**config.mk**
```make
export PLATFORM = sky130hd
export DESIGN_NAME = frame_receiver_xor_check
export DESIGN_NICKNAME = d
export VERILOG_FILES = /design/src/rtl/frx_pkg.sv /design/src/rtl/frame_receiver_xor_check.sv /design/src/rtl/frx_cfg_regs.sv /design/src/rtl/frx_parser.sv
export SDC_FILE = /design/constraint.sdc
export NUM_CORES = 1
export LEC_CHECK = 0
export BUFFER_PORTS_ARGS = -buffer_cell sky130_fd_sc_hd__buf_2
export CORE_MARGIN = 4
export CORE_UTILIZATION = 51
export DETAILED_ROUTE_END_ITERATION = 12
export PLACE_DENSITY = 0.7
export SLEW_MARGIN = 5
export SYNTH_ARGS = -nofsm -noshare
export SYNTH_HDL_FRONTEND = slang
export SYNTH_HIERARCHICAL = 1
export SYNTH_SLANG_ARGS = --single-unit
export TNS_END_PERCENT = 100
```
**constraint.sdc**
```tcl
create_clock -name clk -period 3.5 [get_ports clk]
set_input_delay 0.175 -clock clk [delete_from_list [all_inputs] [get_ports clk]]
set_output_delay 0.175 -clock clk [all_outputs]
set_load 0.02 [all_outputs]
```
**src/rtl/frx_pkg.sv**
```systemverilog
// shared types and constants for the serial frame receiver
`default_nettype none

package frx_pkg;

	localparam logic [7:0] HDR_BYTE      = 8'hFE;
	localparam logic [7:0] RSP_BIT       = 8'h80;
	localparam logic [7:0] MAX_LEN_RESET = 8'd128;

	localparam int unsigned CFG_IDX_W = 1;
	localparam logic [CFG_IDX_W-1:0] CFG_EXPECTED_CMD = 1'd0;
	localparam logic [CFG_IDX_W-1:0] CFG_MAX_LEN      = 1'd1;

	typedef enum logic [2:0] {
		PH_HEAD  = 3'd0,
		PH_CMD1  = 3'd1,
		PH_CMD2  = 3'd2,
		PH_LEN   = 3'd3,
		PH_DATA  = 3'd4,
		PH_CHECK = 3'd5
	} frx_phase_t;

	typedef struct packed {
		logic [7:0] expected_cmd;
		logic [7:0] max_payload_len;
	} frx_cfg_t;

	typedef struct packed {
		logic       frame_done;
		logic       checksum_ok;
		logic       response_match;
		logic       length_error;
		logic [7:0] frame_cmd1;
		logic [7:0] frame_cmd2;
	} frx_result_t;

endpackage

`default_nettype wire

```
**src/rtl/frame_receiver_xor_check.sv**
```systemverilog
// top level of the serial frame receiver with xor check
`default_nettype none

// Serial frame receiver. Takes one received byte per word on the rx channel
// and parses frames laid out as 0xFE, cmd1, cmd2, len, len payload bytes,
// check, where check is the xor of cmd1, cmd2, len and the payload. Every
// accepted byte yields exactly one result word carrying frame_done,
// checksum_ok, response_match (good check, cmd1 equal to expected_cmd with
// bit 7 set), length_error (len above max_payload_len, frame dropped) and
// the command bytes seen so far. Throughput is one byte per clock while the
// result channel is not stalled; the parser state update is combinational
// logic between the input register and the result register, and result
// valid rises as the processed byte enters it. The input stage keeps taking
// bytes while a result waits, until both registers are full. Configuration
// is a write-only port: index 0 is expected_cmd, index 1 is max_payload_len.
module frame_receiver_xor_check (
	input  wire logic                          clk,
	input  wire logic                          arst_n,
	// configuration writes
	input  wire logic                          cfg_we,
	input  wire logic [frx_pkg::CFG_IDX_W-1:0] cfg_index,
	input  wire logic [7:0]                    cfg_data,
	// received byte channel
	input  wire logic                          rx_valid,
	output logic                               rx_stall,
	input  wire logic [7:0]                    rx_byte,
	// result channel
	output logic                               res_valid,
	input  wire logic                          res_stall,
	output logic                               frame_done,
	output logic                               checksum_ok,
	output logic                               response_match,
	output logic                               length_error,
	output logic [7:0]                         frame_cmd1,
	output logic [7:0]                         frame_cmd2
);
	import frx_pkg::*;

	frx_cfg_t    cfg;
	frx_result_t res_comb;
	frx_result_t res_s2;
	logic        valid_s1;
	logic [7:0]  byte_s1;
	logic        valid_s2;
	logic        advance;
	logic        fire;
	logic        accept;

	// result register can take a new word when empty or being drained
	assign advance  = !valid_s2 || !res_stall;
	// the byte in the input register is processed when it can move on
	assign fire     = valid_s1 && advance;
	assign rx_stall = valid_s1 && !advance;
	assign accept   = rx_valid && !rx_stall;

	frx_cfg_regs u_cfg (
		.clk       (clk),
		.arst_n    (arst_n),
		.cfg_we    (cfg_we),
		.cfg_index (cfg_index),
		.cfg_data  (cfg_data),
		.cfg       (cfg)
	);

	// input register
	always_ff @(posedge clk or negedge arst_n) begin
		if (!arst_n) begin
			valid_s1 <= 1'b0;
		end else if (accept) begin
			valid_s1 <= 1'b1;
		end else if (advance) begin
			valid_s1 <= 1'b0;
		end
	end

	always_ff @(posedge clk) begin
		if (accept) byte_s1 <= rx_byte;
	end

	frx_parser u_parser (
		.clk     (clk),
		.arst_n  (arst_n),
		.fire    (fire),
		.rx_byte (byte_s1),
		.cfg     (cfg),
		.res     (res_comb)
	);

	// result register
	always_ff @(posedge clk or negedge arst_n) begin
		if (!arst_n) begin
			valid_s2 <= 1'b0;
		end else if (advance) begin
			valid_s2 <= valid_s1;
		end
	end

	always_ff @(posedge clk) begin
		if (fire) res_s2 <= res_comb;
	end

	assign res_valid      = valid_s2;
	assign frame_done     = res_s2.frame_done;
	assign checksum_ok    = res_s2.checksum_ok;
	assign response_match = res_s2.response_match;
	assign length_error   = res_s2.length_error;
	assign frame_cmd1     = res_s2.frame_cmd1;
	assign frame_cmd2     = res_s2.frame_cmd2;

	a_s1_holds: assert property (@(posedge clk) disable iff (!arst_n)
		valid_s1 && !advance |=> valid_s1 && $stable(byte_s1))
		else $error("input register lost a held word");

	a_fire_fills_s2: assert property (@(posedge clk) disable iff (!arst_n)
		fire |=> valid_s2)
		else $error("processed word did not reach the result register");

	a_flag_chain: assert property (@(posedge clk) disable iff (!arst_n)
		valid_s2 && response_match |-> checksum_ok && frame_done && !length_error)
		else $error("inconsistent result flags");

endmodule

`default_nettype wire

```
**src/rtl/frx_cfg_regs.sv**
```systemverilog
// configuration registers of the frame receiver
`default_nettype none

module frx_cfg_regs (
	input  wire logic                          clk,
	input  wire logic                          arst_n,
	input  wire logic                          cfg_we,
	input  wire logic [frx_pkg::CFG_IDX_W-1:0] cfg_index,
	input  wire logic [7:0]                    cfg_data,
	output frx_pkg::frx_cfg_t                  cfg
);
	import frx_pkg::*;

	logic [7:0] expected_cmd_q;
	logic [7:0] max_len_q;

	always_ff @(posedge clk or negedge arst_n) begin
		if (!arst_n) begin
			expected_cmd_q <= '0;
			max_len_q      <= MAX_LEN_RESET;
		end else if (cfg_we) begin
			unique case (cfg_index)
				CFG_EXPECTED_CMD: expected_cmd_q <= cfg_data;
				CFG_MAX_LEN:      max_len_q      <= cfg_data;
			endcase
		end
	end

	assign cfg.expected_cmd    = expected_cmd_q;
	assign cfg.max_payload_len = max_len_q;

endmodule

`default_nettype wire

```
**src/rtl/frx_parser.sv**
```systemverilog
// frame parser: per-byte state update and result flags
`default_nettype none

module frx_parser (
	input  wire logic         clk,
	input  wire logic         arst_n,
	input  wire logic         fire,
	input  wire logic [7:0]   rx_byte,
	input  wire frx_pkg::frx_cfg_t cfg,
	output frx_pkg::frx_result_t res
);
	import frx_pkg::*;

	frx_phase_t phase_q, phase_d;
	logic [7:0] len_q, len_d;
	logic [7:0] count_q, count_d;
	logic [7:0] xor_q, xor_d;
	logic [7:0] cmd1_q, cmd1_d;
	logic [7:0] cmd2_q, cmd2_d;
	logic [7:0] count_inc;

	assign count_inc = count_q + 8'd1;

	always_ff @(posedge clk or negedge arst_n) begin
		if (!arst_n) begin
			phase_q <= PH_HEAD;
			len_q   <= '0;
			count_q <= '0;
			xor_q   <= '0;
			cmd1_q  <= '0;
			cmd2_q  <= '0;
		end else if (fire) begin
			phase_q <= phase_d;
			len_q   <= len_d;
			count_q <= count_d;
			xor_q   <= xor_d;
			cmd1_q  <= cmd1_d;
			cmd2_q  <= cmd2_d;
		end
	end

	always_comb begin
		phase_d            = phase_q;
		len_d              = len_q;
		count_d            = count_q;
		xor_d              = xor_q;
		cmd1_d             = cmd1_q;
		cmd2_d             = cmd2_q;
		res.frame_done     = 1'b0;
		res.checksum_ok    = 1'b0;
		res.response_match = 1'b0;
		res.length_error   = 1'b0;
		unique case (phase_q)
			PH_HEAD: begin
				if (rx_byte == HDR_BYTE) phase_d = PH_CMD1;
			end
			PH_CMD1: begin
				cmd1_d  = rx_byte;
				xor_d   = xor_q ^ rx_byte;
				phase_d = PH_CMD2;
			end
			PH_CMD2: begin
				cmd2_d  = rx_byte;
				xor_d   = xor_q ^ rx_byte;
				phase_d = PH_LEN;
			end
			PH_LEN: begin
				if (rx_byte > cfg.max_payload_len) begin
					// oversize length, drop the frame
					res.length_error = 1'b1;
					phase_d = PH_HEAD;
					len_d   = '0;
					count_d = '0;
					xor_d   = '0;
				end else begin
					xor_d   = xor_q ^ rx_byte;
					len_d   = rx_byte;
					phase_d = (rx_byte != 8'd0) ? PH_DATA : PH_CHECK;
				end
			end
			PH_DATA: begin
				xor_d   = xor_q ^ rx_byte;
				count_d = count_inc;
				if (count_inc == len_q) phase_d = PH_CHECK;
			end
			PH_CHECK: begin
				res.frame_done  = 1'b1;
				res.checksum_ok = (xor_q == rx_byte);
				res.response_match = (xor_q == rx_byte) &&
					(cmd1_q == (cfg.expected_cmd | RSP_BIT));
				phase_d = PH_HEAD;
				len_d   = '0;
				count_d = '0;
				xor_d   = '0;
			end
			default: begin
				phase_d = PH_HEAD;
				len_d   = '0;
				count_d = '0;
				xor_d   = '0;
			end
		endcase
		res.frame_cmd1 = cmd1_d;
		res.frame_cmd2 = cmd2_d;
	end

	a_lerr_restarts: assert property (@(posedge clk) disable iff (!arst_n)
		fire && res.length_error |=> phase_q == PH_HEAD && xor_q == 8'd0)
		else $error("frame state not cleared after length error");

	a_done_restarts: assert property (@(posedge clk) disable iff (!arst_n)
		fire && res.frame_done |=> phase_q == PH_HEAD && count_q == 8'd0)
		else $error("frame state not cleared after check byte");

	a_data_counts: assert property (@(posedge clk) disable iff (!arst_n)
		fire && phase_q == PH_DATA |=> count_q == $past(count_q) + 8'd1)
		else $error("payload count did not advance on a data byte");

	a_hold_idle: assert property (@(posedge clk) disable iff (!arst_n)
		!fire |=> $stable(phase_q) && $stable(cmd1_q) && $stable(xor_q))
		else $error("parser state moved without a word");

endmodule

`default_nettype wire

```
# Word level (Yosys, flattened, before mapping)
# Cells that the tools add are included.
dict set report word_totals {
  ff_bits 88
  latch_bits 0
  mem_bits_rw 0
  romBits 0
  output_inout_bits 22
  memories 0
}
dict set report classes {
  add_sub_neg 1
  multipliers 0
  div 0
  n_lt_le_gt_ge 1
  n_eq_ne 12
  shifts 0
  muxes 17
  n_bitwise 5
  reduce_logical 21
}
# operator count
set ops {}
lappend ops {{case mux 8 bit (3 select lines)} 2}
lappend ops {{2-to-1 mux 8 bit} 5}
lappend ops {{== test 8 bit} 3}
lappend ops {{case mux 8 bit (2 select lines)} 1}
lappend ops {{case mux 3 bit (5 select lines)} 1}
lappend ops {{2-to-1 mux 3 bit} 4}
lappend ops {{adder 8 x 1 -> 8 bit (second input constant)} 1}
lappend ops {{== test 8 bit (second input constant)} 1}
lappend ops {{greater-than comparator 8 bit} 1}
lappend ops {{AND reduction 2 bit} 4}
lappend ops {{nonzero test 8 bit} 1}
lappend ops {{XOR 8 bit} 1}
lappend ops {{== test 3 x 2 -> 1 bit (second input constant)} 2}
lappend ops {{== test 3 bit (second input constant)} 2}
lappend ops {{inequality test 2 x 1 -> 1 bit (second input constant)} 3}
lappend ops {{AND reduction 3 bit} 2}
lappend ops {{OR reduction 3 bit} 2}
lappend ops {{logical AND 1 bit} 4}
lappend ops {{logical NOT 1 bit} 4}
lappend ops {{2-to-1 mux 1 bit} 4}
lappend ops {{NOT 1 bit} 4}
lappend ops {{OR reduction 4 bit} 1}
lappend ops {{== test 3 x 1 -> 1 bit (second input constant)} 1}
lappend ops {{logical NOT 3 bit} 1}
lappend ops {{other kinds (2)} 2}

# Longest topological paths before layout
dict set report logic_depth {
  word_depth 7
  ltp_mapped 10
  mapped_depth_nobuf 8
}

# Modules after synthesis
# The synthesis kept the hierarchy.
# module instances cells_per_inst area_each_um2 seq_area_each_um2
set by_module_without_submodules {}
lappend by_module_without_submodules {frx_parser 1 316 2974.1 1076.0}
lappend by_module_without_submodules {frame_receiver_xor_check 1 36 933.4 890.9}
lappend by_module_without_submodules {frx_cfg_regs 1 35 643.1 401.6}

# Worst setup path before layout
# OpenSTA, ideal clock, no wires.
dict set report synth_timing {
  path_kind {reg-to-reg}
  from {register valid_s2 (netlist: res_valid)}
  to {register u_parser.cmd1_q[0]}
  arrival_ns 3.253
  t_required_ns 3.375
  setup_slack_ns 0.122
  path_stages_with_launch 5
  path_buffers 2
  synth_period_minus_slack_ns 3.378
  cell_sequence {dfrtp_1 > a21boi_0 > clkbuf_1 > clkbuf_1 > mux2_2}
}
dict set report synth_between {
  elab_chain_len 3
}
# item line
set synth_rtl {}
lappend synth_rtl {{start: declaration} frame_receiver_xor_check.sv:44} ;# logic valid_s2;
lappend synth_rtl {{start signal: assignment} frame_receiver_xor_check.sv:94} ;# valid_s2 <= valid_s1;
lappend synth_rtl {{logical NOT 1 bit} frame_receiver_xor_check.sv:50} ;# assign advance = !valid_s2 || !res_stall;
lappend synth_rtl {{logical OR 1 bit} frame_receiver_xor_check.sv:50}
lappend synth_rtl {{logical AND 1 bit} frame_receiver_xor_check.sv:52} ;# assign fire = valid_s1 && advance;
lappend synth_rtl {{via fire} frame_receiver_xor_check.sv:46} ;# logic fire;
lappend synth_rtl {{end signal: assignment} frx_parser.sv:37} ;# cmd1_q <= cmd1_d;
lappend synth_rtl {{end: declaration} frx_parser.sv:18} ;# logic [7:0] cmd1_q, cmd1_d;
# The timed path passes the listed nets, and every way through them passes these cells.
# A chain may end at the register's enable or synchronous reset.

# Final worst setup path
dict set report layout_timing {
  from {register byte_s1[5]}
  to {register res_s2 (netlist bit response_match), data pin}
}
dict set report layout_between {
  elab_chain_len 2
}
# item line
set layout_rtl {}
lappend layout_rtl {{start: declaration} frame_receiver_xor_check.sv:43} ;# logic [7:0] byte_s1;
lappend layout_rtl {{start signal: assignment} frame_receiver_xor_check.sv:77} ;# if (accept) byte_s1 <= rx_byte;
lappend layout_rtl {{== test 8 bit} frx_parser.sv:89} ;# res.response_match = (xor_q == rx_byte) &&
lappend layout_rtl {{logical AND 1 bit} frx_parser.sv:89}
lappend layout_rtl {{end signal: assignment} frame_receiver_xor_check.sv:99} ;# if (fire) res_s2 <= res_comb;
lappend layout_rtl {{end: declaration} frame_receiver_xor_check.sv:41} ;# frx_result_t res_s2;
# Every way passes these cells.

==> impl_metrics.py <==
metrics = {
    "die": {
        "rows": 34,
        "die_area_sq_um": 10400,
        "die_h_um": 102,
        "coreArea_sq_um": 8680,
        "start_util_pct": 52.0,
        "num_io_pins": 44,
        "die_x_um": 102,
    },
    "power_and_ir_drop": {
        "p_total_mw": 3.63,
        "powerDensity_nw_per_um2": 712,
        "cellLeakagePower_nw": 2.16,
        "ir_worst_vdd_uv": 267,
    },
    "hold_path": {
        "holdPathStages": 2,
        "worstHoldPathType": "input pin to flip-flop",
        "min_to": "valid_s1",
        "min-delay-start": "rx_valid",
    },
    "finish": {
        "area_delta_synth_final_pct": 13.0,
        "fillCellCount": 755,
        "final_layout_size_suffix_gt1_share_pct": 28.2,
        "num_antenna_cells": 0,
        "nets": 462,
        "fin_util_pct": 58.7,
    },
    "routing": {
        "viasPerCell": 5.84,
        "drcViolationCount": 0,
        "detail-route-antenna-nets": 0,
        "vias": 3178,
        "totalWireLength_mm": 9.95,
        "drt-initial-drc-count": 221,
        "post_drt_wl_per_cell_um": 18.3,
        "first_pass_iters": 5,
    },
    "cts": {
        "clockBufferDepth": 2,
        "cts_num_sinks": 88,
        "cts_tree": "yes",
        "clk_latency_ps": 360,
        "cts_htree_levels": 3,
        "ctsRootBufferMaster": "clkbuf_8",
        "clk_pin_slew_worst_paths_ps": 90,
        "ctsResizeCount": 0,
        "cts_buffers": 9,
    },
    "yosys": {
        "syn_avg_cell_area_sq_um": 11.7,
        "ys_warn_count": 6,
        "syn_area_sq_um": 4510,
        "synthesis.nets": 416,
        "synth_cells": 385,
    },
    "global_route": {
        "antenna_found_initial": 0,
        "grt_pass1_wl_mm": 16.4,
        "grt_pass1_vias": 3224,
        "gr-usage-all-layers_pct": 20.5,
        "grt_max_degree": 50,
        "grt-ovfl-total": 0,
    },
    "sta": {
        "worst-slew-pin-transition_ps": 964,
        "rsz0062_at_grt": "no",
        "hold_viol": 0,
        "fin_crit_sh_pct": 78.2,
        "setup_slack_ps": 762,
        "hold_slack_ps": 18.8,
        "setup_tns_ps": 0,
        "fmaxAchievable_ghz": 0.365,
        "post-route-min-period_ps": 2740,
        "setup_viol": 0,
        "clock_skew_ps": 10.8,
        "relSlewSlack_pct": 35.7,
        "slew_violations": 0,
    },
    "flow_run": {
        "max-cap-violations": 0,
    },
    "setup_path": {
        "start_kind": "flip-flop",
        "rr_worst_depth": 6,
        "crit_type": "flip-flop to flip-flop",
        "worstPathArrival_ps": 2970,
        "r2r_setup_slack_ps": 760,
        "cp.required_ps": 3730,
        "path_max_fanout": 10,
        "timing.rr.start": "byte_s1[5]",
        "regToRegEndpoint": "response_match",
        "end_kind": "flip-flop",
    },
    "placed_design": {
        "io_buffers": 43,
        "hpwl_mm": 6.63,
        "dpl_worst_slack_ps": 778,
        "globalplace.congestion": 0.841,
    },
    "outcome": {
        "status": "completed",
    },
}
-- where the power goes --
part,total [mW],internal [mW],leakage [nW],switching [mW]
combinational,1.26,0.618,1.08,0.642
clock,0.668,0.269,0.0850,0.400
sequential,1.70,1.40,0.995,0.302
total,3.63,2.29,2.16,1.34
-- worst max-delay path, cell delays in order, from the launching register on --
cell and delay (ps):
edfxtp_1 550, nor2b_4 200, or4_1 490, or4_1 510, or4b_1 490, nor4_2 190, and3_1 200
-- timing repair --
| action | in CTS | in global routing |
|---|---|---|
| hold endpoints to repair | 32 | 0 |
| buffers inserted | 0 | 0 |
| hold buffers | 9 | 0 |
-- worst max-delay path by stage --
stage,cells after the start,end,start,slack [ps]
floorplan,4,u_parser/cmd1_q[0],res_valid,120
global placement,6,response_match,byte_s1[5],850
detailed placement,6,response_match,byte_s1[5],780
CTS,6,response_match,byte_s1[5],760
global route,6,response_match,byte_s1[5],580
finish,6,response_match,byte_s1[5],760
-- state kept, by name, summed over array words and instances (netlist names), 3 cells and up --
register and flops:
byte_s1 8, frame_cmd1 8, frame_cmd2 8, u_cfg/expected_cmd_q 7, u_cfg/max_len_q 8, u_parser/cmd1_q 8, u_parser/cmd2_q 8, u_parser/count_q 8
u_parser/len_q 8, u_parser/phase_q 3, u_parser/xor_q 8
-- layout by cell type (no fill, tap or decap), types with 7 or more instances in the layout --
| cell | count |
|---|---|
| o221ai_1 | 8 |
| clkbuf_8 | 9 |
| o21ai_0 | 19 |
| mux2_2 | 41 |
| a21oi_1 | 16 |
| edfxtp_1 | 28 |
| a22o_1 | 11 |
| nand2_1 | 29 |
| buf_2 | 43 |
| a32oi_1 | 8 |
| nand2b_1 | 10 |
| inv_1 | 11 |
| ha_1 | 9 |
| xor2_1 | 11 |
| dlygate4sd3_1 | 9 |
| nor2b_1 | 16 |
| mux2_4 | 7 |
| dfrtp_1 | 59 |
-- routing by layer --
layer | up-vias | routed length (um) | GRT usage (%)
met4 | 0 | 114 | 6.76
met5 | - | 0 | 0
met2 | 94 | 4910 | 33.1
met1 | 1552 | 4500 | 28.8
met3 | 13 | 429 | 2.66
li1 | 1519 | - | -
-- area by class of cell --
cell class	instances	area (sq um)	share of cell area [%]
sequential	88	2340	46.0
multi-input combinational	262	2030	39.7
timing repair buffer	59	370	7.27
tap	108	135	2.65
clock buffer	10	128	2.50
clock inverter	6	52.6	1.03
inverter	11	41.3	0.810
-- through the flow --
stage / cells / cell area [sq um]
2_1_floorplan: 385 / 4510
3_3_place_gp: 519 / 4830
3_5_place_dp: 519 / 4830
4_1_cts: 544 / 5100
5_1_grt: 544 / 5100
6_report: 544 / 5100
(Power assumes the default switching activity.)
